$ cat src/rtl/mtep_pkg.sv
// ----------------------------------------------------------------------------
// mtep_pkg
// Shared types, codes and helpers for the MIDI track event parser.
// ----------------------------------------------------------------------------
package mtep_pkg;

	localparam int IN_DEPTH_DEF  = 2;
	localparam int OUT_DEPTH_DEF = 2;

	localparam logic [7:0] STATUS_MIN   = 8'h80;
	localparam logic [7:0] SYSEX_LAST   = 8'hEF;
	localparam logic [7:0] META_STATUS  = 8'hFF;
	localparam logic [7:0] META_TEMPO   = 8'h51;
	localparam logic [7:0] META_EOT     = 8'h2F;

	localparam logic [3:0] KIND_PROGRAM  = 4'd4;
	localparam logic [3:0] KIND_PRESSURE = 4'd5;
	localparam logic [3:0] KIND_SYSEX    = 4'd7;
	localparam logic [3:0] KIND_META     = 4'd8;
	localparam logic [3:0] KIND_UNKNOWN  = 4'd9;

	localparam logic [1:0] ERR_OK       = 2'd0;
	localparam logic [1:0] ERR_SHORT    = 2'd1;
	localparam logic [1:0] ERR_UNKNOWN  = 2'd2;
	localparam logic [1:0] ERR_OVERFLOW = 2'd3;

	// one classified track byte
	typedef struct packed {
		logic [7:0] data_byte;
		logic       track_start;
		logic       is_status;
		logic [3:0] kind;
	} front_item_t;

	typedef struct packed {
		logic [27:0] delta_pulses;
		logic [7:0]  status_byte;
		logic [3:0]  event_kind;
		logic [7:0]  first_data;
		logic [7:0]  second_data;
		logic [7:0]  meta_kind;
		logic [23:0] tempo_us_per_quarter;
		logic        end_of_track;
		logic [1:0]  error_code;
	} result_t;

	function automatic logic [3:0] kind_of(input logic [7:0] s);
		logic [3:0] k;
		if (s > SYSEX_LAST && s < META_STATUS) k = KIND_SYSEX;
		else if (s < STATUS_MIN) k = KIND_UNKNOWN;
		else if (s == META_STATUS) k = KIND_META;
		else k = {1'b0, s[6:4]};
		return k;
	endfunction

endpackage

$ cat src/rtl/mtep_fifo.sv
// ----------------------------------------------------------------------------
// mtep_fifo
// Small first-word-fall-through queue built from registers.
// ----------------------------------------------------------------------------
module mtep_fifo #(
	parameter int WIDTH = 8,
	parameter int DEPTH = 2
) (
	input  logic             clk,
	input  logic             arst_n,
	input  logic             wr_en,
	input  logic [WIDTH-1:0] wr_data,
	output logic             full,
	input  logic             rd_en,
	output logic [WIDTH-1:0] rd_data,
	output logic             empty
);

	localparam int PTR_W = (DEPTH > 1) ? $clog2(DEPTH) : 1;
	localparam int CNT_W = $clog2(DEPTH + 1);
	localparam logic [PTR_W-1:0] LAST = PTR_W'(DEPTH - 1);
	localparam logic [CNT_W-1:0] FULL_CNT = CNT_W'(DEPTH);

	logic [WIDTH-1:0] mem_q [DEPTH];
	logic [PTR_W-1:0] wr_ptr_q, rd_ptr_q;
	logic [CNT_W-1:0] count_q;
	logic             do_wr, do_rd;

	assign full    = (count_q == FULL_CNT);
	assign empty   = (count_q == '0);
	assign do_wr   = wr_en && !full;
	assign do_rd   = rd_en && !empty;
	assign rd_data = mem_q[rd_ptr_q];

	always_ff @(posedge clk) begin
		if (do_wr) mem_q[wr_ptr_q] <= wr_data;
	end

	always_ff @(posedge clk or negedge arst_n) begin
		if (!arst_n) begin
			wr_ptr_q <= '0;
			rd_ptr_q <= '0;
			count_q  <= '0;
		end else begin
			if (do_wr) wr_ptr_q <= (wr_ptr_q == LAST) ? '0 : wr_ptr_q + 1'b1;
			if (do_rd) rd_ptr_q <= (rd_ptr_q == LAST) ? '0 : rd_ptr_q + 1'b1;
			if (do_wr && !do_rd) count_q <= count_q + 1'b1;
			else if (do_rd && !do_wr) count_q <= count_q - 1'b1;
		end
	end

endmodule

$ cat src/rtl/mtep_front.sv
// ----------------------------------------------------------------------------
// mtep_front
// Accepts track bytes, tags status bytes with their event kind and queues them.
// ----------------------------------------------------------------------------
module mtep_front import mtep_pkg::*; #(
	parameter int DEPTH = IN_DEPTH_DEF
) (
	input  logic        clk,
	input  logic        arst_n,
	input  logic        push,
	input  logic [7:0]  data_byte,
	input  logic        track_start,
	output logic        full,
	input  logic        take,
	output front_item_t item,
	output logic        item_valid
);

	front_item_t cls;
	logic [$bits(front_item_t)-1:0] rd_bits;
	logic empty;

	always_comb begin
		cls.data_byte   = data_byte;
		cls.track_start = track_start;
		cls.is_status   = data_byte[7];
		cls.kind        = kind_of(data_byte);
	end

	mtep_fifo #(.WIDTH($bits(front_item_t)), .DEPTH(DEPTH)) u_queue (
		.clk     (clk),
		.arst_n  (arst_n),
		.wr_en   (push),
		.wr_data (cls),
		.full    (full),
		.rd_en   (take),
		.rd_data (rd_bits),
		.empty   (empty)
	);

	assign item       = front_item_t'(rd_bits);
	assign item_valid = !empty;

endmodule

$ cat src/rtl/mtep_back.sv
// ----------------------------------------------------------------------------
// mtep_back
// Event parser: walks delta, status and body bytes and builds one result
// per finished event.
// ----------------------------------------------------------------------------
module mtep_back import mtep_pkg::*; (
	input  logic        clk,
	input  logic        arst_n,
	input  logic        delta_present,
	input  front_item_t item,
	input  logic        item_valid,
	output logic        take,
	input  logic        res_full,
	output logic        res_valid,
	output result_t     res
);

	typedef enum logic [3:0] {
		PH_START, PH_STATUS, PH_DATA1, PH_DATA2, PH_META_TYPE,
		PH_META_LEN, PH_META_PAY, PH_SYX_LEN, PH_SYX_PAY
	} phase_t;

	phase_t      phase_q, n_phase;
	logic [7:0]  rs_q, n_rs, hs_q, n_hs, hf_q, n_hf, hm_q, n_hm, b;
	logic [27:0] acc_q, n_acc, rem_q, n_rem, hd_q, n_hd;
	logic [2:0]  cnt_q, n_cnt;
	logic [23:0] tempo_q, n_tempo;
	logic [1:0]  pidx_q, n_pidx;
	logic [3:0]  k;
	logic        run_status, run_body, emit, vlq_done, vlq_ovf;

	assign take = item_valid && !res_full;

	always_comb begin
		n_phase = phase_q; n_rs = rs_q; n_acc = acc_q; n_cnt = cnt_q;
		n_rem = rem_q; n_hd = hd_q; n_hs = hs_q; n_hf = hf_q; n_hm = hm_q;
		n_tempo = tempo_q; n_pidx = pidx_q;
		b = item.data_byte;
		k = '0;
		run_status = 1'b0; run_body = 1'b0; emit = 1'b0;
		vlq_done = 1'b0; vlq_ovf = 1'b0;
		res = '0;
		if (take) begin
			if (item.track_start) n_rs = '0;
			// a new event starts from a clean slate
			if (item.track_start || phase_q == PH_START) begin
				n_phase = PH_START; n_acc = '0; n_cnt = '0; n_rem = '0; n_hd = '0;
				n_hs = '0; n_hf = '0; n_hm = '0; n_tempo = '0; n_pidx = '0;
			end
			if (n_phase == PH_START) begin
				if (!delta_present) run_status = 1'b1;
				else begin
					n_acc = {n_acc[20:0], b[6:0]};
					n_cnt = n_cnt + 3'd1;
					n_hd  = n_acc;
					if (b[7] && n_cnt >= 3'd4) begin
						emit = 1'b1;
						res.event_kind = KIND_UNKNOWN;
						res.error_code = ERR_OVERFLOW;
					end else if (!b[7]) n_phase = PH_STATUS;
				end
			end else if (n_phase == PH_STATUS) run_status = 1'b1;
			else run_body = 1'b1;

			if (run_status) begin
				if (item.is_status) begin
					n_hs = b;
					n_rs = b;
					k = item.kind;
				end else begin
					n_hs = n_rs;
					k = kind_of(n_hs);
					run_body = 1'b1;
				end
				if (k == KIND_UNKNOWN) begin
					// data byte with no running status: drop it and emit an unknown-event error result
					run_body = 1'b0;
					emit = 1'b1;
					res.status_byte = n_hs;
					res.event_kind  = KIND_UNKNOWN;
					res.error_code  = ERR_UNKNOWN;
				end else if (k == KIND_META) n_phase = PH_META_TYPE;
				else if (k == KIND_SYSEX) begin
					n_acc = '0; n_cnt = '0; n_phase = PH_SYX_LEN;
				end else n_phase = PH_DATA1;
			end

			if (run_body) begin
				k = kind_of(n_hs);
				res.status_byte = n_hs;
				unique case (n_phase)
					PH_DATA1: begin
						if (k == KIND_PROGRAM || k == KIND_PRESSURE) begin
							emit = 1'b1;
							res.event_kind = k;
							res.first_data = b;
						end else begin
							n_hf = b;
							n_phase = PH_DATA2;
						end
					end
					PH_DATA2: begin
						emit = 1'b1;
						res.event_kind  = k;
						res.first_data  = n_hf;
						res.second_data = b;
					end
					PH_META_TYPE: begin
						n_hm = b; n_acc = '0; n_cnt = '0; n_phase = PH_META_LEN;
					end
					PH_META_LEN, PH_SYX_LEN: begin
						n_acc = {n_acc[20:0], b[6:0]};
						n_cnt = n_cnt + 3'd1;
						vlq_done = !b[7];
						vlq_ovf  = b[7] && n_cnt >= 3'd4;
						res.event_kind = (n_phase == PH_META_LEN) ? KIND_META : KIND_SYSEX;
						if (n_phase == PH_META_LEN) res.meta_kind = n_hm;
						if (vlq_ovf) begin
							emit = 1'b1;
							res.error_code = ERR_OVERFLOW;
						end else if (vlq_done) begin
							n_rem = n_acc;
							if (n_phase == PH_META_LEN) begin
								n_tempo = '0; n_pidx = '0;
							end
							if (n_acc == '0) emit = 1'b1;
							else n_phase = (n_phase == PH_META_LEN) ? PH_META_PAY : PH_SYX_PAY;
						end
					end
					PH_META_PAY: begin
						if (n_pidx != 2'd3) begin
							n_tempo = {n_tempo[15:0], b};
							n_pidx  = n_pidx + 2'd1;
						end
						n_rem = n_rem - 28'd1;
						res.event_kind = KIND_META;
						res.meta_kind  = n_hm;
						if (n_rem == '0) emit = 1'b1;
					end
					PH_SYX_PAY: begin
						n_rem = n_rem - 28'd1;
						res.event_kind = KIND_SYSEX;
						if (n_rem == '0) emit = 1'b1;
					end
					default: begin
						emit = 1'b0;
					end
				endcase
				// close out a meta event that ended without overflow
				if (emit && res.event_kind == KIND_META && res.error_code == ERR_OK) begin
					if (n_hm == META_TEMPO) begin
						if (n_pidx == 2'd3) res.tempo_us_per_quarter = n_tempo;
						else res.error_code = ERR_SHORT;
					end
				end
			end

			if (emit) begin
				res.delta_pulses = n_hd;
				res.end_of_track = (res.event_kind == KIND_META) && (res.meta_kind == META_EOT);
				n_phase = PH_START; n_acc = '0; n_cnt = '0; n_rem = '0; n_hd = '0;
				n_hs = '0; n_hf = '0; n_hm = '0; n_tempo = '0; n_pidx = '0;
			end
		end
	end

	assign res_valid = take && emit;

	always_ff @(posedge clk or negedge arst_n) begin
		if (!arst_n) begin
			phase_q <= PH_START;
			rs_q    <= '0;
			acc_q   <= '0;
			cnt_q   <= '0;
			rem_q   <= '0;
			hd_q    <= '0;
			hs_q    <= '0;
			hf_q    <= '0;
			hm_q    <= '0;
			tempo_q <= '0;
			pidx_q  <= '0;
		end else begin
			phase_q <= n_phase;
			rs_q    <= n_rs;
			acc_q   <= n_acc;
			cnt_q   <= n_cnt;
			rem_q   <= n_rem;
			hd_q    <= n_hd;
			hs_q    <= n_hs;
			hf_q    <= n_hf;
			hm_q    <= n_hm;
			tempo_q <= n_tempo;
			pidx_q  <= n_pidx;
		end
	end

endmodule

$ cat src/rtl/midi_track_event_parser.sv
// ----------------------------------------------------------------------------
// midi_track_event_parser
// Standard MIDI File track event parser, one track byte per cycle while the result queue has room.
// ----------------------------------------------------------------------------
// Throughput: one byte per cycle; the parser takes one byte from the input
// queue each cycle that the result queue has room.
// A result is written into the result queue on the edge that accepts the last
// byte of its event, and reaches the result ports once older results are popped.
// Reset: arst_n clears both queues, the parser state and running status, and
// sets delta_present to 1.
module midi_track_event_parser import mtep_pkg::*; #(
	parameter int IN_DEPTH  = IN_DEPTH_DEF,
	parameter int OUT_DEPTH = OUT_DEPTH_DEF
) (
	input  logic        clk,
	input  logic        arst_n,
	input  logic        cfg_write,
	input  logic        delta_present,
	input  logic        push,
	output logic        full,
	input  logic [7:0]  data_byte,
	input  logic        track_start,
	output logic        empty,
	input  logic        pop,
	output logic [27:0] delta_pulses,
	output logic [7:0]  status_byte,
	output logic [3:0]  event_kind,
	output logic [7:0]  first_data,
	output logic [7:0]  second_data,
	output logic [7:0]  meta_kind,
	output logic [23:0] tempo_us_per_quarter,
	output logic        end_of_track,
	output logic [1:0]  error_code
);

	logic        delta_present_q;
	front_item_t item;
	logic        item_valid, take, res_full, res_valid;
	result_t     res, head;
	logic [$bits(result_t)-1:0] head_bits;

	always_ff @(posedge clk or negedge arst_n) begin
		if (!arst_n) delta_present_q <= 1'b1;
		else if (cfg_write) delta_present_q <= delta_present;
	end

	mtep_front #(.DEPTH(IN_DEPTH)) u_front (
		.clk         (clk),
		.arst_n      (arst_n),
		.push        (push),
		.data_byte   (data_byte),
		.track_start (track_start),
		.full        (full),
		.take        (take),
		.item        (item),
		.item_valid  (item_valid)
	);

	mtep_back u_back (
		.clk           (clk),
		.arst_n        (arst_n),
		.delta_present (delta_present_q),
		.item          (item),
		.item_valid    (item_valid),
		.take          (take),
		.res_full      (res_full),
		.res_valid     (res_valid),
		.res           (res)
	);

	mtep_fifo #(.WIDTH($bits(result_t)), .DEPTH(OUT_DEPTH)) u_res_queue (
		.clk     (clk),
		.arst_n  (arst_n),
		.wr_en   (res_valid),
		.wr_data (res),
		.full    (res_full),
		.rd_en   (pop),
		.rd_data (head_bits),
		.empty   (empty)
	);

	assign head                 = result_t'(head_bits);
	assign delta_pulses         = head.delta_pulses;
	assign status_byte          = head.status_byte;
	assign event_kind           = head.event_kind;
	assign first_data           = head.first_data;
	assign second_data          = head.second_data;
	assign meta_kind            = head.meta_kind;
	assign tempo_us_per_quarter = head.tempo_us_per_quarter;
	assign end_of_track         = head.end_of_track;
	assign error_code           = head.error_code;

endmodule
$ cat config.mk
export PLATFORM = sky130hd
export DESIGN_NAME = midi_track_event_parser
export DESIGN_NICKNAME = d
export VERILOG_FILES = /design/src/rtl/mtep_pkg.sv /design/src/rtl/mtep_fifo.sv /design/src/rtl/mtep_front.sv /design/src/rtl/mtep_back.sv /design/src/rtl/midi_track_event_parser.sv
export SDC_FILE = /design/constraint.sdc
export NUM_CORES = 1
export LEC_CHECK = 0
export ABC_AREA = 1
export ABC_CLOCK_PERIOD_IN_PS = 22300
export BUFFER_PORTS_ARGS = -buffer_cell sky130_fd_sc_hd__buf_2
export CORE_AREA = 5 5 258 260
export CTS_CLUSTER_DIAMETER = 50
export CTS_CLUSTER_SIZE = 10
export DETAILED_ROUTE_END_ITERATION = 8
export DIE_AREA = 0 0 263 265
export GPL_TIMING_DRIVEN = 0
export PLACE_DENSITY_LB_ADDON = 0.3
export REMOVE_ABC_BUFFERS = 1
export SETUP_SLACK_MARGIN = 0.2
export SYNTH_ARGS = -nofsm -noshare
export SYNTH_HDL_FRONTEND = slang
export SYNTH_SLANG_ARGS = --single-unit
$ cat constraint.sdc
create_clock -name clk -period 22.3 [get_ports clk]
set_input_delay 1.115 -clock clk [delete_from_list [all_inputs] [get_ports clk]]
set_output_delay 1.115 -clock clk [all_outputs]
set_load 0.1 [all_outputs]
# Word-level counts from Yosys, hierarchy flattened
# Memories as Yosys holds them, arrays and structs flattened.
# Cells that the tools add are included.
# word_totals
ff_bits	158
mem_bits_rw	210
input_bits	15
wordCells	284
memories	2
# op_classes
n_addsub	12
magnitude_cmp	11
eq_ne	24
n_mux	178
reduce_logical	39
# memory_table
memory	depth	width	read_ports	rd_ports_with_merged_regs	wr	line	text
u_res_queue.mem_q	2	91	1	0	1	mtep_fifo.sv:24	logic [WIDTH-1:0] mem_q [DEPTH];
u_front.u_queue.mem_q	2	14	1	0	1	mtep_fifo.sv:24	
# op_table
cell	n
2-to-1 mux 28 bit	21
2-to-1 mux 24 bit	10
2-to-1 mux 8 bit	21
2-to-1 mux 4 bit	37
2-to-1 mux 60 bit	2
one-hot mux 28 bit (2 select lines)	2
2-to-1 mux 91 bit	1
logical NOT 28 bit	2
2-to-1 mux 2 bit	27
less-than comparator 8 bit, second input constant	6
one-hot mux 24 bit (2 select lines)	1
2-to-1 mux 12 bit	3
2-to-1 mux 3 bit	12
2-to-1 mux 1 bit	34
one-hot mux 8 bit (2 select lines)	2
== test 4 x 3 -> 1 bit, second input constant	7
subtractor 28 x 1 -> 28 bit, second input constant	1
== test 8 bit, second input constant	3
greater-than comparator 8 bit, second input constant	3
== test 4 bit, second input constant	5
one-hot mux 4 bit (5 select lines)	1
logical AND 1 bit	18
one-hot mux 4 bit (3 select lines)	1
== test 4 x 2 -> 1 bit, second input constant	2
19 further kinds	42

# Logic depth before layout (Yosys ltp)
# Gate-level depths: netlist of run 1.
# logic_depth
ltp_word	34
depth_mapped	30

# Hierarchy
# From an unflattened synthesis of run 1, not the netlist that was laid out.
# hier_totals
cells_unflattened	2467
hier_area_um2	19995.4
# modules_own_cells
mod	n_inst	cells_each	area_per_inst_um2	seq_area_each_um2
mtep_back	1	1835	11756.3	3553.4
mtep_fifo at u_res_queue	1	507	6867.8	5565.3
mtep_fifo at u_front.u_queue	1	105	1256.2	940.9
mtep_front	1	15	73.8	0.0
midi_track_event_parser	1	5	41.3	26.3

# Worst setup path after synthesis of run 1
# Ideal clock, no wire load.
# synth_timing
path_kind	reg-to-reg
startpoint	register u_front.u_queue.rd_ptr_q
endpoint	memory u_res_queue.mem_q[0][0] (netlist bit), enable pin
arrival_ns	6.964
required_time_ns	21.759
setup_slack_ns	14.794
path_stages_with_launch	27
path_cell_list	dfrtp_1 buf_6 inv_4 nand2_1 nand2_2 nand2_4 inv_2 buf_6 buf_4 buf_4 clkbuf_1 nand2_1 ha_1 nand2_1 nor2_2 buf_4 nand3_1 nand2_1 nand2_1 nand3_1 nor2_1 nand3_1 nor2_1 a21oi_2 nand4_2 nand2_1 nor2_1
# synth_via
elab_chain_len	30
word_cells_on_any_way	114
classes_between	3 x add/sub; 8 x order compare; 15 x eq/ne; 74 x mux; 13 x reduce/logical; 1 x memory
# synth_lines
item	line	text
start, declared	mtep_fifo.sv:25	logic [PTR_W-1:0] wr_ptr_q, rd_ptr_q;
start signal, assigned	mtep_fifo.sv:46	if (do_rd) rd_ptr_q <= (rd_ptr_q == LAST) ? '0 : rd_ptr_q + 1'b1;
memory read (2 x 14 bit) (*)	-	
parallel branches: the longest is 22 deep, another holds less-than comparator 8 bit	-	
2-to-1 mux 1 bit (*)	mtep_back.sv:88	if (run_body) begin
2-to-1 mux 1 bit (*) (2 in a row)	mtep_back.sv:43	if (take) begin
logical AND 1 bit (*)	mtep_back.sv:167	assign res_valid = take && emit;
logical AND 1 bit (*)	mtep_fifo.sv:31	assign do_wr = wr_en && !full;
2-to-1 mux 1 bit (*)	mtep_fifo.sv:36	if (do_wr) mem_q[wr_ptr_q] <= wr_data;
2-to-1 mux 1 bit (not written as such) (*)	mtep_fifo.sv:36	
end, declared	mtep_fifo.sv:24	
# Mark *: on every way between the ends. The select of a mux whose other input is x is not followed.

# Worst setup path after layout of run 1
# layout_timing
startpoint	register u_front.u_queue.rd_ptr_q
endpoint	register u_back.hd_q[3]
# layout_via
elab_chain_len	26
word_cells_on_any_way	113
classes_between	3 x add/sub; 8 x order compare; 15 x eq/ne; 75 x mux; 11 x reduce/logical; 1 x memory
# layout_lines
item	line	text
memory read (2 x 14 bit) (*)	-	
parallel branches: the longest is 24 deep, another holds less-than comparator 8 bit	-	
2-to-1 mux 28 bit (*)	mtep_back.sv:158	if (emit) begin
end signal, assigned	mtep_back.sv:188	hd_q <= n_hd;
end, declared	mtep_back.sv:25	logic [27:0] acc_q, n_acc, rem_q, n_rem, hd_q, n_hd;
# Marks and branches as above.
# A chain may end at the register's enable or synchronous reset.

==> results of run 1 <==
## per-stage QoR
stage          cells  area, sq um  hold slack (ns)
2_1_floorplan   2232        18360           0.4491
3_3_place_gp    3194        19960           0.4613
3_5_place_dp    3214        20510           0.4653
4_1_cts         3300        21870           0.4810
5_1_grt         3304        21890           0.4911
6_report        3304        21890           0.4776
## final timing paths
check / cells past startpoint / startpoint / slack (ns) / end
min in group asynchronous: 1 / arst_n / 0.49 / u_back.rem_q[17]
min reg2reg: 2 / u_back.acc_q[17] / 0.48 / u_back.acc_q[17]
max: 16 / u_front.u_queue.rd_ptr_q / 15.13 / u_back.hd_q[3]
max in group asynchronous: 2 / arst_n / 20.93 / delta_present_q
max reg2reg: 16 / u_front.u_queue.rd_ptr_q / 15.13 / u_back.hd_q[3]
min: 2 / u_back.acc_q[17] / 0.48 / u_back.acc_q[17]
## worst reg2reg max path: cells and delay by family (launching register included)
kind            cells  cell delay, ns
flops               1            0.64
compound gates      1            0.18
buf+inv             5            1.75
simple gates       10            4.45
## flip-flops by register name, indices dropped and copies added (netlist names), 3 cells and up
name,cells
u_back.tempo_q,24
u_back.phase_q,4
u_back.hm_q,8
u_back.hd_q,28
u_back.acc_q,21
u_front.u_queue.mem_q,26
u_back.rem_q,28
u_back.hs_q,8
u_res_queue.mem_q,182
u_back.hf_q,8
u_back.cnt_q,3
u_back.rs_q,8
## cell families after synthesis
| group | synth area share (%) |
|---|---|
| simple gates | 29.29 |
| buf+inv | 6.577 |
| flops | 52.70 |
| mux | 0.05919 |
| compound gates | 10.10 |
| fa+ha+maj | 0.3946 |
| xor+xnor | 0.8748 |
## layer usage
metal	share of wire, %	vias to the layer above	global-route usage [%]
met1	44	7752	20.34
met3	6.1	78	3.091
met4	2.1	8	3.782
met2	48	450	25.40
li1	-	7906	-
met5	0.11	-	0
## layout make-up
class / instances / share of cell area, %
Multi-Input combinational cell: 1718 / 35.69
Antenna cell: 3 / 0.03430
Sequential cell: 359 / 45.82
Clock inverter: 13 / 0.4516
Inverter: 155 / 2.726
Tap cell: 855 / 4.887
Clock buffer: 73 / 5.767
Timing Repair Buffer: 128 / 4.624
## cells in the mapped netlist, drive strengths merged (13+ instances only)
library cell | n | area share [%]
nor2 | 224 | 4.6
edfxtp | 208 | 33
inv | 154 | 3.1
o21ai | 185 | 5.0
a31oi | 13 | 0.43
nand3 | 150 | 4.1
dfrtp | 150 | 20
clkbuf | 92 | 1.8
nand2 | 895 | 18
o211ai | 19 | 0.75
nand3b | 27 | 1.1
a21oi | 105 | 2.8
buf | 45 | 1.7
nand4 | 33 | 1.2
o22ai | 15 | 0.49
xor2 | 14 | 0.64
## placed cells by master, fill, tap and decap left out, types with 3 or more instances in the layout
cell type | Yosys | routed
sky130_fd_sc_hd__nand3b_1 | 27 | 27
sky130_fd_sc_hd__nor3_1 | 5 | 5
sky130_fd_sc_hd__o21ai_1 | 34 | 34
sky130_fd_sc_hd__nand2_4 | 7 | 6
sky130_fd_sc_hd__nor2_4 | 0 | 3
sky130_fd_sc_hd__diode_2 | 0 | 3
sky130_fd_sc_hd__inv_6 | 0 | 5
sky130_fd_sc_hd__dfrtp_1 | 150 | 149
sky130_fd_sc_hd__nand3_1 | 144 | 144
sky130_fd_sc_hd__clkinv_2 | 0 | 5
sky130_fd_sc_hd__nor2_2 | 10 | 11
sky130_fd_sc_hd__xnor2_1 | 5 | 5
sky130_fd_sc_hd__nor2_1 | 214 | 210
sky130_fd_sc_hd__edfxtp_1 | 208 | 208
sky130_fd_sc_hd__buf_16 | 0 | 8
sky130_fd_sc_hd__nand2_2 | 8 | 8
sky130_fd_sc_hd__nand3_2 | 5 | 5
sky130_fd_sc_hd__clkbuf_1 | 92 | 26
sky130_fd_sc_hd__clkinvlp_4 | 0 | 3
sky130_fd_sc_hd__a21oi_1 | 104 | 104
sky130_fd_sc_hd__inv_2 | 14 | 12
sky130_fd_sc_hd__xor2_1 | 14 | 14
sky130_fd_sc_hd__ha_1 | 6 | 6
sky130_fd_sc_hd__nand2_1 | 880 | 880
sky130_fd_sc_hd__o22ai_1 | 15 | 14
sky130_fd_sc_hd__buf_12 | 0 | 11
sky130_fd_sc_hd__o21ai_0 | 147 | 146
sky130_fd_sc_hd__a31oi_1 | 13 | 13
sky130_fd_sc_hd__o21ai_4 | 1 | 3
sky130_fd_sc_hd__a22oi_1 | 4 | 4
sky130_fd_sc_hd__inv_1 | 138 | 137
sky130_fd_sc_hd__buf_2 | 21 | 106
sky130_fd_sc_hd__clkbuf_16 | 0 | 46
sky130_fd_sc_hd__o32ai_1 | 8 | 8
sky130_fd_sc_hd__inv_4 | 2 | 4
sky130_fd_sc_hd__o211ai_1 | 19 | 19
sky130_fd_sc_hd__nand4_1 | 31 | 31
==> implementation parameters, run 1 <==
Parameter                              Value

STA
  Slew HR ... 15.95%
  Minimum clock period ... 7.171 ns
  Worst path setup slack after routing ... 15.13 ns
  Hold Violations, Final ... 0
  Slew at the pin closest to its max-slew limit ... 1.256 ns
  Worst clock skew ... 0.01888 ns
  Sum Neg Setup Slack ... 0 ns
  Tcrit/Tclk final ... 32.16%
  Fmax achieved ... 139.5 MHz
  Max Slew Vio Count ... 0
  Endpoints failing setup ... 0
  Unrepaired setup endpoints after global routing ... no

Detailed routing
  DRC violations left ... 0
  Per-cell via count in the routed design ... 4.901
  Average routed wire per standard cell ... 16.68 microns
  Count of nets left with antenna violations after detail routing ... 0
  Routed via count ... 16190
  Post-Route WL ... 55110 microns
  Initial drt markers ... 1381
  Count of TritonRoute iterations in the first routing pass ... 8

Cells and area
  Multi-input gate area ... 7812 sq um
  Net total in the final layout ... 2429
  Final cell utilization of the core ... 34.27%
  Proportion of layout cells with a drive suffix above 1 ... 10.43%
  Register Area ... 10030 sq um
  Growth of design area from synthesis to finish ... 15.07%
  Number of inserted filler cells in the final layout ... 6628

Placed design
  Half-perimeter wire length after placement ... 35010 microns
  Buffers on Ports ... 107
  Worst setup slack after placement ... 15.05 ns
  Weighted congestion at the end of routability-driven global placement ... 0.8642

Synth
  Most common flop cell mapped by yosys ... sky130_fd_sc_hd__edfxtp_1
  Fraction of the yosys area taken by sequential cells ... 52.70%
  EDFF count, synth ... 208
  Synthesis-stage register bit count ... 359
  YS warnings ... 0
  Asr flop ratio synth ... 42.06%
  Synthesized area per cell ... 8.030 sq um
  Number of distinct library cell variants in the gate-level netlist after synthesis ... 46
  Count of mapped cells out of synthesis ... 2369
  Cell area after technology mapping ... 19020 sq um

Floorplanning
  Row count ... 93
  Floorplan die width ... 263 microns
  Starting density of the core ... 29.78%
  Floorplan core area ... 63880 sq um
  Num ports ... 108
  Die outline area ... 69700 sq um
  Die span in y ... 265 microns

Global route
  Overall global routing resource usage ... 15.18%
  Number of global-route vias before repair ... 15370
  Wire length of the first global-routing pass ... 87540 microns
  Global route total overflow ... 0
  Maximum number of pins on one net before global-route repair ... 136
  Initial antenna violation count ... 7

Critical path
  Highest net fanout along the worst path ... 135
  Start-to-end type of the worst setup path ... register to register
  Critical Path Start Type ... register
  Required time of the critical path ... 22.72 ns
  Crit. End Element ... register
  Highest-delay cell along the critical path ... sky130_fd_sc_hd__nand4_2
  Total buffers and inverters traversed by the critical path ... 5
  CP Cell Sequence ... inv_4, nand2_1, nand2_2, nand2_4, nand2_4, nand2_4, inv_4, nand4_2, nand2_2, inv_2, nor2_1, inv_2, nand4_2, nand2_8, inv_2, o21ai_0
  Stage delay of the slowest cell on the critical path ... 0.88 ns
  Arrival time worst endpoint ... 7.59 ns
  Cell family with the largest share of critical-path delay ... simple AND/OR/NAND/NOR gates

CTS
  Number of setup buffers added after CTS ... 0
  Clock slew at reported path FFs ... 0.06 ns
  Number of buffers created by CTS ... 46
  Maximum buffer depth of the clock tree ... 3
  Count of hold-fix buffers inserted at cts ... 0
  Root buffer cell ... sky130_fd_sc_hd__clkbuf_16
  Clock latency of the later-clocked register in the worst-skew pair ... 0.58 ns
  Post-CTS resize count ... 0
  CTS tree ... built
  CTS sink count ... 359
  Count of H-tree levels built during CTS ... 2

Hold path
  Hold Crit Class ... register to register

Run
  Maximum capacitance violations ... 0

Status
  Status ... completed
Power of run 1 is not shown: default switching activity piles up to over one toggle a cycle in this logic, so the estimate is an artifact.
==> run 2, diff against run 1 <==
--- a/config.mk
+++ b/config.mk
@@ -6,7 +6,7 @@
 export NUM_CORES = 1
 export LEC_CHECK = 0
 export ABC_AREA = 1
-export ABC_CLOCK_PERIOD_IN_PS = 22300
+export ABC_CLOCK_PERIOD_IN_PS = 7300
 export BUFFER_PORTS_ARGS = -buffer_cell sky130_fd_sc_hd__buf_2
 export CORE_AREA = 5 5 258 260
 export CTS_CLUSTER_DIAMETER = 50
==> constraint.sdc (replaced) <==
create_clock -name clk -period 7.3 [get_ports clk]
set_input_delay 0.365 -clock clk [delete_from_list [all_inputs] [get_ports clk]]
set_output_delay 0.365 -clock clk [all_outputs]
set_load 0.1 [all_outputs]
==> run 2 against run 1 <==
Against the previous run:
- fmax increased by 9.6%
- cell area increased by 0.44%
- utilization increased by 0.15 points
- via count increased by 0.51%
- global-route usage about the same
- first-iteration DRC count decreased by 5.9%
- non-clock buffer count increased by 7
- routed wire length increased by 0.85%
- sequential share of layout area decreased by 0.19 points
- setup slack got worse by 14 ns
- cell count increased by 0.24%
==> implementation parameters, run 2 (synthesized netlist as in run 1, its figures left out) <==
Parameter                              Value

Critical path
  Crit. End Element ... register
  Arrival time worst endpoint ... 6.80 ns (-0.79 ns)
  Start-to-end type of the worst setup path ... register to register
  Critical Path Start Type ... register
  Required time of the critical path ... 7.56 ns (-15.16 ns)
  Highest net fanout along the worst path ... 84 (-38%)

Global route
  Global route total overflow ... 0 (unchanged)
  Initial antenna violation count ... 4 (-3)
  Overall global routing resource usage ... 15.18% (about the same)
  Maximum number of pins on one net before global-route repair ... 136 (unchanged)
  Wire length of the first global-routing pass ... 87660 microns (+0.14%)
  Number of global-route vias before repair ... 15400 (+0.23%)

Floorplanning
  Floorplan die width ... 263 microns (unchanged)
  Row count ... 93 (unchanged)
  Die outline area ... 69700 sq um (unchanged)
  Num ports ... 108 (unchanged)
  Floorplan core area ... 63880 sq um (unchanged)
  Starting density of the core ... 29.78% (unchanged)
  Die span in y ... 265 microns (unchanged)

Cells and area
  Layout Cells excl Fill ... 3312 (+0.24%)
  Multi-input gate area ... 7838 sq um (+0.32%)
  Final cell utilization of the core ... 34.42% (+0.15 points)
  Proportion of layout cells with a drive suffix above 1 ... 10.43% (about the same)
  Growth of design area from synthesis to finish ... 15.57%
  Largest reg by FF count ... u_res_queue.mem_q
  Net total in the final layout ... 2437 (+0.33%)
  Most common cell after layout, fill and taps aside ... sky130_fd_sc_hd__nand2_1
  Post-route standard cell area excluding fillers ... 21990 sq um (+0.44%)
  Number of flip-flops under the largest register name ... 182 (unchanged)
  Register Area ... 10030 sq um (about the same)
  Most used cells in the layout excluding fill and tap cells ... sky130_fd_sc_hd__nand2_1, sky130_fd_sc_hd__nor2_1, sky130_fd_sc_hd__edfxtp_1
  Number of inserted filler cells in the final layout ... 6628 (unchanged)
  Largest regs ... u_res_queue.mem_q (182), u_back.hd_q (28), u_back.rem_q (28)

Detailed routing
  DR top layer ... met5
  Average routed wire per standard cell ... 16.78 microns (+0.61%)
  DR WL met3 ... 3285 microns (-1.6%)
  DRC violations left ... 0 (unchanged)
  Routed via count ... 16280 (+0.51%)
  Initial drt markers ... 1299 (-5.9%)
  Total met2 wirelength after detailed routing ... 26480 microns (+0.78%)
  WL met1 ... 24660 microns (+1.6%)
  Count of TritonRoute iterations in the first routing pass ... 6 (-2)
  Post-Route WL ... 55580 microns (+0.85%)
  Count of nets left with antenna violations after detail routing ... 0 (unchanged)
  Per-cell via count in the routed design ... 4.914 (+0.26%)

STA
  Worst clock skew ... 0.01625 ns (-0.002622 ns)
  Minimum clock period ... 6.544 ns (-0.6267 ns)
  Endpoints failing setup ... 0 (unchanged)
  Fmax achieved ... 152.8 MHz (+9.6%)
  Hold Violations, Final ... 0 (unchanged)
  Final Hold Slack ... 0.02873 ns (-0.4489 ns)
  Max Slew Vio Count ... 0 (unchanged)
  Slew HR ... 14.98% (-0.97 points)
  Tcrit/Tclk final ... 89.64% (+57 points)
  Slew at the pin closest to its max-slew limit ... 1.271 ns (+0.01450 ns)
  Unrepaired setup endpoints after global routing ... no

CTS
  Maximum buffer depth of the clock tree ... 3 (unchanged)
  Clock latency of the later-clocked register in the worst-skew pair ... 0.58 ns (about the same)
  Number of buffers created by CTS ... 46 (unchanged)
  Clock slew at reported path FFs ... 0.05 ns (about the same)
  CTS sink count ... 359 (unchanged)
  Root buffer cell ... sky130_fd_sc_hd__clkbuf_16
  CTS tree ... built
  Count of H-tree levels built during CTS ... 2 (unchanged)

Placed design
  DP Cell Count ... 3214 (unchanged)
  Buffers on Ports ... 107 (unchanged)
  Half-perimeter wire length after placement ... 35010 microns (unchanged)
  Weighted congestion at the end of routability-driven global placement ... 0.8642 (unchanged)
  Placed instance area ... 20510 sq um (unchanged)

Hold path
  Hold Crit Class ... input pin to register

Run
  Maximum capacitance violations ... 0 (unchanged)

Status
  Status ... completed
-- run 2: path summary, 6_finish.rpt --
| check | start | to | cells past startpoint | slack [ns] |
|---|---|---|---|---|
| min | data_byte[5] | u_front.u_queue.mem_q[1][11] | 1 | 0.03 |
| max | u_front.u_queue.rd_ptr_q | u_res_queue.mem_q[0][38] | 24 | 0.76 |
| min reg2reg | u_back.acc_q[17] | u_back.acc_q[17] | 2 | 0.48 |
| max reg2reg | u_front.u_queue.rd_ptr_q | u_res_queue.mem_q[0][38] | 24 | 0.76 |
| min in group asynchronous | arst_n | u_back.rem_q[17] | 2 | 0.36 |
| max in group asynchronous | arst_n | delta_present_q | 3 | 6.05 |
-- run 2: what timing repair did --
action | in CTS | in global routing
gates resized for setup | 2 | 2
endpoints found under the hold margin | 76 | 0
endpoints found under the setup margin | 133 | 133
hold buffers | 8 | 0
cloned | 0 | 1
setup buffers | 0 | 0
pin swaps | 0 | 1
-- run 2: final cells by class --
class                           count  share of cell area (%)
Sequential cell                   359                   45.62
Clock inverter                     13                  0.4496
Tap cell                          855                   4.866
Inverter                          155                   2.720
Timing Repair Buffer              135                   4.917
Antenna cell                        3                 0.03415
Clock buffer                       73                   5.742
Multi-Input combinational cell   1719                   35.65
-- run 2: worst max-delay path, cell delays in order, from the launching register on --
cell and delay, ns:
sky130_fd_sc_hd__dfrtp_2 0.60, sky130_fd_sc_hd__inv_4 0.17, sky130_fd_sc_hd__nand2_1 0.11, sky130_fd_sc_hd__nand2_2 0.21
sky130_fd_sc_hd__nand2_4 0.53, sky130_fd_sc_hd__inv_4 0.38, sky130_fd_sc_hd__buf_16 0.32, sky130_fd_sc_hd__nand2_1 0.19
sky130_fd_sc_hd__ha_1 0.22, sky130_fd_sc_hd__nand2_1 0.17, sky130_fd_sc_hd__nor2_2 0.51, sky130_fd_sc_hd__nand2_1 0.20
sky130_fd_sc_hd__nor2_1 0.16, sky130_fd_sc_hd__nand2_1 0.06, sky130_fd_sc_hd__nand2_1 0.07, sky130_fd_sc_hd__nand2_1 0.06
sky130_fd_sc_hd__nor2_1 0.08, sky130_fd_sc_hd__nand3_1 0.11, sky130_fd_sc_hd__nor2_1 0.24, sky130_fd_sc_hd__a21oi_2 0.10
sky130_fd_sc_hd__nand4_2 0.23, sky130_fd_sc_hd__nand2_1 0.32, sky130_fd_sc_hd__nor2_4 0.48, sky130_fd_sc_hd__buf_12 0.28
sky130_fd_sc_hd__buf_12 0.23
-- run 2: metal layers --
layer | vias to the layer above | global-route usage, %
met5 | - | 0
met4 | 2 | 3.782
met3 | 74 | 2.831
met2 | 475 | 25.41
met1 | 7800 | 20.50
li1 | 7925 | -
-- run 2: per-stage QoR --
stage | setup slack (ns) | TNS, ns
after floorplan | -3.752 | -1161.97
after global placement | -14.72 | -5979.37
after detailed placement | 0.05174 | 0
after CTS | 0.5941 | 0
after global routing | 0.3144 | 0
final | 0.7560 | 0
Power of run 2 is left out for the same reason.
==> run 3, diff against run 2 <==
--- a/config.mk
+++ b/config.mk
@@ -6,13 +6,13 @@
 export NUM_CORES = 1
 export LEC_CHECK = 0
 export ABC_AREA = 1
-export ABC_CLOCK_PERIOD_IN_PS = 7300
+export ABC_CLOCK_PERIOD_IN_PS = 6300
 export BUFFER_PORTS_ARGS = -buffer_cell sky130_fd_sc_hd__buf_2
-export CORE_AREA = 5 5 258 260
+export CORE_AREA = 3 3 180 182
 export CTS_CLUSTER_DIAMETER = 50
 export CTS_CLUSTER_SIZE = 10
 export DETAILED_ROUTE_END_ITERATION = 8
-export DIE_AREA = 0 0 263 265
+export DIE_AREA = 0 0 183 185
 export GPL_TIMING_DRIVEN = 0
 export PLACE_DENSITY_LB_ADDON = 0.3
 export REMOVE_ABC_BUFFERS = 1
==> constraint.sdc (replaced) <==
create_clock -name clk -period 6.3 [get_ports clk]
set_input_delay 0.315 -clock clk [delete_from_list [all_inputs] [get_ports clk]]
set_output_delay 0.315 -clock clk [all_outputs]
set_load 0.1 [all_outputs]
==> run 3 against run 2 <==
Against the previous run:
- cell area shrank 2.3%
- die area decreased by 51%
- flip-flop and latch count is the same
- non-clock buffer count grew 1
==> implementation parameters, run 3 (synthesized netlist as in run 1, its figures left out) <==
Parameter                              Value

Global route
  Wire length of the first global-routing pass ... 81990 microns (-6.5%)
  Maximum number of pins on one net before global-route repair ... 136 (unchanged)
  Global route total overflow ... 0 (unchanged)
  Number of global-route vias before repair ... 16370 (+6.3%)
  Overall global routing resource usage ... 29.75% (+15 points)
  Initial antenna violation count ... 0 (-4)

Detailed routing
  Total met2 wirelength after detailed routing ... 24390 microns (-7.9%)
  Initial drt markers ... 2021 (+56%)
  DR WL met3 ... 4387 microns (+34%)
  WL met1 ... 20890 microns (-15%)
  DRC violations left ... 0 (unchanged)
  Count of nets left with antenna violations after detail routing ... 0 (unchanged)
  Routed via count ... 16860 (+3.6%)
  Count of TritonRoute iterations in the first routing pass ... 6 (unchanged)
  Post-Route WL ... 51140 microns (-8.0%)
  Average routed wire per standard cell ... 17.93 microns (+6.8%)
  DR top layer ... met4
  Per-cell via count in the routed design ... 5.912 (+20%)

CTS
  CTS tree ... built
  Count of H-tree levels built during CTS ... 2 (unchanged)
  CTS sink count ... 359 (unchanged)
  Number of buffers created by CTS ... 46 (unchanged)
  Maximum buffer depth of the clock tree ... 3 (unchanged)
  Root buffer cell ... sky130_fd_sc_hd__clkbuf_16
  Clock slew at reported path FFs ... 0.05 ns (about the same)
  Clock latency of the later-clocked register in the worst-skew pair ... 0.55 ns (-0.03 ns)
  Number of setup buffers added after CTS ... 0 (unchanged)

Cells and area
  Proportion of layout cells with a drive suffix above 1 ... 10.43% (about the same)
  Most common cell after layout, fill and taps aside ... sky130_fd_sc_hd__nand2_1
  Largest regs ... u_res_queue.mem_q (182), u_back.hd_q (28), u_back.rem_q (28)
  Post-route standard cell area excluding fillers ... 21480 sq um (-2.3%)
  Multi-input gate area ... 7854 sq um (+0.21%)
  Number of flip-flops under the largest register name ... 182 (unchanged)
  Growth of design area from synthesis to finish ... 12.90%
  Layout Cells excl Fill ... 2852 (-14%)
  Register Area ... 10030 sq um (unchanged)
  Most used cells in the layout excluding fill and tap cells ... sky130_fd_sc_hd__nand2_1, sky130_fd_sc_hd__nor2_1, sky130_fd_sc_hd__edfxtp_1
  Number of inserted filler cells in the final layout ... 2411 (-64%)
  Largest reg by FF count ... u_res_queue.mem_q
  Net total in the final layout ... 2438 (+0.041%)

STA
  Max Slew Vio Count ... 0 (unchanged)
  Final Hold Slack ... 0.02130 ns (-0.007433 ns)
  Fmax achieved ... 173.9 MHz (+14%)
  Slew HR ... 16.28% (+1.3 points)
  Minimum clock period ... 5.750 ns (-0.7941 ns)
  Tcrit/Tclk final ... 91.27% (+1.6 points)
  Hold Violations, Final ... 0 (unchanged)
  Slew at the pin closest to its max-slew limit ... 1.243 ns (-0.02791 ns)
  Unrepaired setup endpoints after global routing ... no
  Worst clock skew ... 0.01744 ns (+0.001184 ns)
  Sum Neg Setup Slack ... 0 ns (unchanged)
  Endpoints failing setup ... 0 (unchanged)

Run
  Maximum capacitance violations ... 0 (unchanged)

Floorplanning
  Num ports ... 108 (unchanged)
  Die span in y ... 185 microns (-30%)
  Row count ... 64 (-31%)
  Floorplan die width ... 183 microns (-30%)
  Floorplan core area ... 30750 sq um (-52%)
  Die outline area ... 33860 sq um (-51%)
  Starting density of the core ... 61.87% (+32 points)

Critical path
  Cell repeated most along the worst path ... sky130_fd_sc_hd__inv_4
  Required time of the critical path ... 6.69 ns (-0.87 ns)
  Crit. End Element ... register
  Arrival time worst endpoint ... 6.14 ns (-0.66 ns)
  Stage delay of the slowest cell on the critical path ... 0.66 ns (+0.06 ns)
  Highest net fanout along the worst path ... 135 (+61%)
  Highest-delay cell along the critical path ... sky130_fd_sc_hd__nor2_4
  Critical Path Start Type ... register
  Total buffers and inverters traversed by the critical path ... 4 (-1)
  Start-to-end type of the worst setup path ... register to register
  CP Cell Sequence ... inv_4, nand2_1, nand2_2, nand2_8, nand2_4, nand2_4, inv_4, nand4_4, nand2_2, inv_2, nor2_4, nand3_2, nand4_2, nand2_8, inv_4, o21ai_0
  Cell family with the largest share of critical-path delay ... simple AND/OR/NAND/NOR gates

Placed design
  Placed instance area ... 19900 sq um (-3.0%)
  Half-perimeter wire length after placement ... 31350 microns (-10%)
  DP Cell Count ... 2754 (-14%)
  Weighted congestion at the end of routability-driven global placement ... 0.9510 (+10%)
  Buffers on Ports ... 107 (unchanged)

Status
  Status ... completed

Hold path
  Hold Crit Class ... input pin to register
[run 3: cell types whose count changed in the layout (fill, tap and decap cells not counted), sizes merged]
cell | before | now
buf | 127 | 126
bufinv | 0 | 2
clkbuf | 73 | 74
clkinv | 8 | 7
clkinvlp | 3 | 1
diode | 3 | 1
dlygate4sd3 | 8 | 10
nand2 | 896 | 895
o21ai | 185 | 186
[run 3: repair_timing]
| item | CTS | global route |
|---|---|---|
| gates resized for setup | 5 | 5 |
| pin swaps | 0 | 2 |
| endpoints found under the hold margin | 71 | 0 |
| cloned | 0 | 1 |
| hold buffers | 10 | 0 |
| setup endpoints to repair | 420 | 232 |
[run 3: through the flow]
stage	setup slack [ns]	util, %
after floorplan	-4.752	-
after global placement	-13.82	63.06
after detailed placement	-0.4988	64.72
after CTS	0.3453	69.76
after global routing	0.2126	69.84
final	0.5501	69.84
[run 3: cell type report]
cell class | instances | area share [%]
multi-input combinational | 1719 | 36.57
antenna | 1 | 0.01165
timing repair buffer | 136 | 4.964
clock buffer | 74 | 5.948
clock inverter | 12 | 0.6816
tap | 396 | 2.307
inverter | 155 | 2.814
sequential | 359 | 46.71
[run 3: metal layers]
metal / up-vias / track usage (%)
li1: 7935 / -
met2: 881 / 49.57
met5: - / 0
met3: 132 / 4.635
met4: 0 / 11.70
met1: 7913 / 39.65
[run 3: worst paths after layout]
path                            slack (ns)                 to                startpoint  depth (start not counted)
worst max-delay path                  0.55     u_back.hd_q[7]  u_front.u_queue.rd_ptr_q                         16
worst min-delay path                  0.02    delta_present_q             delta_present                          2
worst max register to register        0.55     u_back.hd_q[7]  u_front.u_queue.rd_ptr_q                         16
worst min register to register        0.48  u_back.tempo_q[6]         u_back.tempo_q[6]                          2
max in group asynchronous             5.15    delta_present_q                    arst_n                          3
min in group asynchronous             0.29   u_back.rem_q[24]                    arst_n                          2
Power of run 3 is left out for the same reason.
